$ cat config.mk
export PLATFORM = sky130hd
export DESIGN_NAME = bfs_class_ctrs
export DESIGN_NICKNAME = d
export VERILOG_FILES = /design/src/design/backfill_job_scheduler_defines.svh /design/src/design/bfs_pkg.sv /design/src/design/bfs_class_ctrs.sv
export SDC_FILE = /design/constraint.sdc
export NUM_CORES = 1
export LEC_CHECK = 0
export BUFFER_PORTS_ARGS = -buffer_cell sky130_fd_sc_hd__buf_4
export CAP_MARGIN = 30
export CORE_ASPECT_RATIO = 1.4
export CORE_MARGIN = 3
export CORE_UTILIZATION = 55
export CTS_CLUSTER_DIAMETER = 150
export CTS_CLUSTER_SIZE = 8
export DETAILED_ROUTE_END_ITERATION = 8
export PLACE_DENSITY = 0.73
export SETUP_SLACK_MARGIN = 0.2
export SLEW_MARGIN = 20
export SYNTH_ARGS = -nofsm -noshare
export SYNTH_HDL_FRONTEND = slang
export SYNTH_SLANG_ARGS = --single-unit
$ cat constraint.sdc
create_clock -name clk -period 10.2 [get_ports clk]
set_input_delay 3.06 -clock clk [delete_from_list [all_inputs] [get_ports clk]]
set_output_delay 3.06 -clock clk [all_outputs]
set_load 0.005 [all_outputs]
$ cat src/design/backfill_job_scheduler_defines.svh
// assertion macros for the backfill job scheduler
// used by design files that carry concurrent assertions, no other dependencies
`ifndef BACKFILL_JOB_SCHEDULER_DEFINES_SVH
`define BACKFILL_JOB_SCHEDULER_DEFINES_SVH

// consequent checked in the same cycle as the antecedent
`define BFS_ASSERT_SAME(label, clk, rst_n, ante, cons, msg) \
	label: assert property (@(posedge clk) disable iff (!rst_n) (ante) |-> (cons)) \
		else $error(msg);

// consequent checked in the cycle after the antecedent
`define BFS_ASSERT_NEXT(label, clk, rst_n, ante, cons, msg) \
	label: assert property (@(posedge clk) disable iff (!rst_n) (ante) |=> (cons)) \
		else $error(msg);

`endif

$ cat src/design/bfs_pkg.sv
// shared widths, codes and record types of the backfill job scheduler
// no dependencies
`timescale 1ns / 1ps

package bfs_pkg;

	localparam int QUEUE_DEPTH_DEF = 32;
	localparam int TABLE_DEPTH_DEF = 64;
	localparam int CLASS_COUNT_DEF = 8;

	localparam int ACT_W   = 3;
	localparam int CLS_W   = 3;
	localparam int SIZE_W  = 12;
	localparam int ID_W    = 32;
	localparam int HOLD_W  = 31;
	localparam int TIME_W  = 32;
	localparam int STAT_W  = 2;
	localparam int WAITO_W = 6;
	localparam int VIOL_W  = 16;

	localparam logic [SIZE_W-1:0] SIZE_MAX      = '1;
	localparam logic [VIOL_W-1:0] VIOL_MAX      = '1;
	localparam logic [SIZE_W-1:0] SERVERS_RESET = 12'd64;

	localparam logic [ACT_W-1:0] ACT_ARRIVAL = 3'd0;
	localparam logic [ACT_W-1:0] ACT_DEPART  = 3'd1;
	localparam logic [ACT_W-1:0] ACT_INSERT  = 3'd2;
	localparam logic [ACT_W-1:0] ACT_SHIFT   = 3'd3;
	localparam logic [ACT_W-1:0] ACT_FIT     = 3'd4;

	localparam logic [STAT_W-1:0] ST_OK     = 2'd0;
	localparam logic [STAT_W-1:0] ST_QFULL  = 2'd1;
	localparam logic [STAT_W-1:0] ST_TFULL  = 2'd2;
	localparam logic [STAT_W-1:0] ST_TEMPTY = 2'd3;

	typedef struct packed {
		logic [ID_W-1:0]   jid;
		logic [CLS_W-1:0]  jcls;
		logic [SIZE_W-1:0] jsize;
		logic [HOLD_W-1:0] jhold;
	} q_entry_t;

	typedef struct packed {
		logic signed [TIME_W-1:0] ctime;
		logic [SIZE_W-1:0]        csize;
	} t_entry_t;

	typedef struct packed {
		logic [ID_W-1:0]   jid;
		logic [CLS_W-1:0]  jcls;
		logic [SIZE_W-1:0] jsize;
	} s_entry_t;

	// per-class counter update, one class per cycle
	typedef struct packed {
		logic [CLS_W-1:0] idx;
		logic             wait_inc;
		logic             wait_dec;
		logic             serv_inc;
		logic             serv_dec;
	} cls_op_t;

endpackage

$ cat src/design/bfs_class_ctrs.sv
// per-class waiting and running job counters, one update and one read per cycle
// depends on bfs_pkg
`timescale 1ns / 1ps

module bfs_class_ctrs #(
	parameter int CLASS_COUNT = bfs_pkg::CLASS_COUNT_DEF,
	parameter int QUEUE_DEPTH = bfs_pkg::QUEUE_DEPTH_DEF
) (
	input  logic                                clk,
	input  logic                                arst_n,
	input  bfs_pkg::cls_op_t                    op,
	output logic [$clog2(QUEUE_DEPTH+1)-1:0]    waiting,
	output logic [bfs_pkg::SIZE_W-1:0]          serving,
	output logic                                any_serving
);

	localparam int WAIT_W = $clog2(QUEUE_DEPTH + 1);
	localparam int CIW    = (CLASS_COUNT > 1) ? $clog2(CLASS_COUNT) : 1;

	logic [WAIT_W-1:0]          wait_q [CLASS_COUNT];
	logic [bfs_pkg::SIZE_W-1:0] serv_q [CLASS_COUNT];
	logic                       known;
	logic [CIW-1:0]             idx;

	assign known   = int'(op.idx) < CLASS_COUNT;
	assign idx     = CIW'(op.idx);
	assign waiting = known ? wait_q[idx] : '0;
	assign serving = known ? serv_q[idx] : '0;

	always_comb begin
		any_serving = 1'b0;
		for (int c = 0; c < CLASS_COUNT; c++) begin
			any_serving = any_serving | (serv_q[c] != '0);
		end
	end

	always_ff @(posedge clk or negedge arst_n) begin
		if (!arst_n) begin
			for (int c = 0; c < CLASS_COUNT; c++) begin
				wait_q[c] <= '0;
				serv_q[c] <= '0;
			end
		end else if (known) begin
			if (op.wait_inc) begin
				wait_q[idx] <= wait_q[idx] + WAIT_W'(1);
			end else if (op.wait_dec && wait_q[idx] != '0) begin
				wait_q[idx] <= wait_q[idx] - WAIT_W'(1);
			end
			if (op.serv_inc && serv_q[idx] != bfs_pkg::SIZE_MAX) begin
				serv_q[idx] <= serv_q[idx] + bfs_pkg::SIZE_W'(1);
			end else if (op.serv_dec && serv_q[idx] != '0) begin
				serv_q[idx] <= serv_q[idx] - bfs_pkg::SIZE_W'(1);
			end
		end
	end

endmodule

=== Word level (Yosys, flattened, before mapping) ===
Index checks and enable logic that the tools add are counted.

* Logic and storage cells: 65
* Bits in read-only memories: 0
* Bits in registers: 144
* RAM bits: 0
* Latch bits: 0
* Memories: 0

* Shifts and indexed selects: 0
* $mul: 0
* Equality and inequality tests: 1
* Divide/modulo/power cells: 0
* Bitwise operators: 8
* Order comparisons: 2
* Muxes and demuxes: 18
* Add/subtract/negate cells: 4
* Reductions and logical operators: 16

{| class="wikitable"
|+ Operators by type and width
! kind !! count
|-
| $bwmux 96 || 2
|-
| $mux 96 || 2
|-
| $reduce_bool 12->1 || 9
|-
| $bwmux 48 || 2
|-
| $mux 48 || 2
|-
| $bmux 12 s3 || 1
|-
| $demux 12 s3 || 1
|-
| $mux 12 || 3
|-
| $bmux 6 s3 || 1
|-
| $demux 6 s3 || 1
|-
| $mux 6 || 3
|-
| $add 12x1->12 const B || 1
|-
| $ne 12x12->1 const B || 1
|-
| $sub 12x1->12 const B || 1
|-
| $or 1x1->1 || 7
|-
| $add 6x1->6 const B || 1
|-
| $reduce_bool 6->1 || 1
|-
| $sub 6x1->6 const B || 1
|-
| $ge 4x4->1 const B || 1
|-
| $logic_and 1x1->1 || 4
|-
| $lt 4x1->1 const B || 1
|-
| $not 3->4 || 1
|-
| $reduce_bool 2->1 || 2
|}

=== Logic depth before layout (Yosys ltp) ===
* Word-level depth: 8
* Gate-level depth with buffers: 17
* Mapped depth without buffers: 11

=== Worst setup path before layout ===
OpenSTA, ideal clock, no wires.

* Kind: input port to output port
* From: input op[6] (netlist name)
* To: output waiting[0]
* Required time: 7.140 ns
* Stages on the path: 8
* Arrival: 4.612 ns
* Buffers on the path: 5
* Slack: 2.528 ns
* Cell sequence: buf_2 > buf_6 > buf_6 > buf_6 > buf_6 > mux4_2 > mux2i_1 > inv_1

* Longest elaborated chain between the ends: 4

{| class="wikitable"
|+ RTL lines
! item !! line !! text
|-
| start, declared || bfs_class_ctrs.sv:11 || <nowiki>input bfs_pkg::cls_op_t op,</nowiki>
|-
| $not 3->4 (implied by the code) || bfs_class_ctrs.sv:27 || <nowiki>assign waiting = known ? wait_q[idx] : '0;</nowiki>
|-
| $bmux 6 s3 || bfs_class_ctrs.sv:27 ||
|-
| $mux 6 (implied by the code) (2 in a row) || bfs_class_ctrs.sv:27 ||
|-
| end, declared || bfs_class_ctrs.sv:12 || <nowiki>output logic [$clog2(QUEUE_DEPTH+1)-1:0] waiting,</nowiki>
|}

Every way passes these cells. The select of a mux whose other input is x is not followed.

=== Final worst setup path ===
* From: input op[4] (netlist name)
* To: output serving[0] (netlist name)

* Longest elaborated chain between the ends: 4

{| class="wikitable"
|+ RTL lines
! item !! line !! text
|-
| $not 3->4 (implied by the code) || bfs_class_ctrs.sv:28 || <nowiki>assign serving = known ? serv_q[idx] : '0;</nowiki>
|-
| $bmux 12 s3 || bfs_class_ctrs.sv:28 ||
|-
| $mux 12 (implied by the code) (2 in a row) || bfs_class_ctrs.sv:28 ||
|-
| end, declared || bfs_class_ctrs.sv:13 || <nowiki>output logic [bfs_pkg::SIZE_W-1:0] serving,</nowiki>
|}

Every way passes these cells. The select of a mux whose other input is x is not followed.

==> out/metrics.csv <==
stage,metric,value,unit
outcome,status,"complete, no violations",
drt,wl_per_cell,23.01,um
clock_network,post_cts_buffers,0,
pwr,power,2.501,mW
worst_setup_path,arrival,5.19,ns
pwr,intPower,1.625,mW
floorplan,initial_core_util,0.5709,
pwr,peakVddDrop,0.0001397,V
yosys,synth-async-reset-ratio,1.000,
global_route,grt_pass1_vias,5198,
clock_network,clock_latency,0.42,ns
floorplan,die_x,104.2,um
yosys,synth_cell_types,49,
worst_setup_path,cp.required,7.14,ns
final_layout,antenna_cells,0,
yosys,synth_area_leader_cell,dfrtp_1,
timing,drv_slew,0,
drt,ant_nets,0,
yosys,syn_area_per_cell,13.25,um2
timing,finalClockSkew,0.01465,ns
hold_path,hold_class,reg2reg,
worst_setup_path,reg2regPathDepth,9,
timing,fmax,121.1,MHz
global_route,grt_pass1_wl,28.99,mm
yosys,synth_top_area_frac,0.4857,
clock_network,clk_pin_slew,0.06,ns
timing,slew-limit-headroom,0.3445,
clock_network,cts_buffers,17,
yosys,yosys-top-cells-area,"dfrtp_1, mux2_2, mux4_2, mux2i_1, nor4_1",
timing,tightest_slew,0.9822,ns
floorplan,pin_count,28,
drt,avgViaCountPerCell,6.313,
worst_setup_path,crit_fanout,40,
pwr,switching_share,0.3502,
floorplan,fp.dieH,143.4,um
pwr,comb_power_share,0.360,
yosys,syn_nets,574,
global_route,grt_usage,0.2553,
drt,first_pass_iters,5,
yosys,synthCells,560,
final_layout,area_delta_synth_final,12.50,%
clock_network,cts-root-buf,clkbuf_16,
clock_network,htree_levels,4,
placed_design,dp_hpwl,12.09,mm
pwr,leakage,3.611,nW
placed_design,gp_routability_congestion,0.9766,
placed_design,io_buffers,27,
floorplan,core,13000,um2
yosys,yosysMostFrequentCell,mux2_2,
clock_network,clock_path_buffers,2,
timing,post-route-period-util,0.8093,
clock_network,hold_buffers,0,
drt,drc,0,
yosys,synth_flop_cell,dfrtp_1,
yosys,synth_area,7420,um2
job,maxCapViolCount,0,
timing,setup-violations-final,0,
timing,fin_tns_setup,0,ns
drt,vias,4943,
pwr,p_seq_frac,0.417,
yosys,yosysSeqAreaShare,0.4857,
yosys,synth_common_cells,"mux2_2, dfrtp_1, nor4_1",
drt,drt_wl_total,18.02,mm
worst_setup_path,critPathLaunchType,input pin,
pwr,p_switching,875.8,uW
timing,finalHoldViolations,0,
pwr,clkPwrFrac,0.223,
global_route,grt_max_degree,75,
drt,drt_iter0_drc,314,
timing,rsz0062_at_grt,no,
yosys,synth_seq_cells,144,
clock_network,cts_tree,built,
worst_setup_path,critical_path_class,in2out,
hold_path,whs_path_depth,1,
pwr,p_per_area,299.6,nW/um2
timing,layout_min_cycle_time,8.255,ns
global_route,antenna_found_initial,0,
final_layout,nets,606,
clock_network,cts.sinks,144,
final_layout,drive_above_1_share,0.4215,
yosys,synth-edff-count,0,
clock_network,cts_resized,0,
global_route,gr-total-overflow,0,
worst_setup_path,endpoint_kind,output pin,
floorplan,rows,49,
yosys,yosys_warnings,0,
floorplan,dieArea,14940,um2
## placed cells by master (no fill, tap or decap), types with 3 or more instances in the layout
master and n:
mux2_2 149, dfrtp_1 144, buf_4 33, nor4_1 27, mux4_2 25, mux2i_1 23
nand2_1 23, clkbuf_16 17, inv_1 16, nor2_1 15, nand4_1 12, xnor2_1 12
nand3_1 8, nor2b_1 6, nor3_1 6, a21oi_1 5, ha_1 5, clkinvlp_4 5
clkinv_2 5, nand2b_1 4, o21ai_0 4, and2_1 4, nor3_2 4, o22ai_1 3
a22o_1 3, nor4_2 3, o31ai_1 3, nor2_2 3
## cell families after synthesis
logic type / Yosys count / share of synthesized area
and+or+nand+nor: 118 / 0.08482
AOI/OAI and AO/OA: 39 / 0.03930
muxes: 199 / 0.3364
xor gates and xnor gates: 14 / 0.01653
adders and majority gates: 5 / 0.008432
DFF: 144 / 0.4857
buffers and inverters: 41 / 0.02884
## area by class of cell
type | instances | area [um2]
clock buffer | 19 | 442.9
tap | 178 | 222.7
clock inverter | 13 | 88.84
sequential | 144 | 3603
fill | 1006 | 4651
timing repair buffer | 37 | 289.0
multi-input combinational | 375 | 3636
inverter | 17 | 63.81
## metrics by stage
step,cells,util,setup slack (ns),area (um2),hold slack (ns)
global placement,748,0.5986,2.060,7780,0.4855
finish,783,0.6422,1.945,8347,0.5038
detailed placement,749,0.5993,1.977,7790,0.4936
global route,783,0.6422,1.770,8347,0.5221
floorplan,560,-,2.528,7420,0.4750
CTS,781,0.6403,1.950,8322,0.5065
## critical path, cell delays in order
cell and delay [ns]:
buf_4 0.51, mux4_2 0.58, mux2i_1 0.61, inv_1 0.22
buf_4 0.19
## path summary, 6_finish.rpt
check                            from  slack [ns]                          to
max                             op[4]        1.95                  serving[0]
min                        wait_q[28]        0.50                  wait_q[28]
max reg2reg                  register        6.17                  serv_q[17]
min reg2reg                wait_q[28]        0.50                  wait_q[28]
max in group asynchronous      arst_n        6.42                  serv_q[55]
min in group asynchronous      arst_n        2.63  asynchronous set/reset pin
## metal layers
layer,vias up,GRT usage,routed length (um)
met3,36,0.05663,939
li1,2180,-,-
met1,2547,0.3111,7221
met5,-,0,0
met2,180,0.4392,9337
met4,0,0.1141,517
## power groups by stage
stage	Combinational (mW)	Sequential [mW]	Clock [mW]
after global placement	0.860	1.03	0
after floorplan	0.665	0.969	0
final	0.899	1.04	0.558
after detailed placement	0.891	1.05	0
after global routing	0.978	1.08	0.596
after CTS	0.897	1.04	0.566
Note: power is estimated with default switching activity, not from simulation.
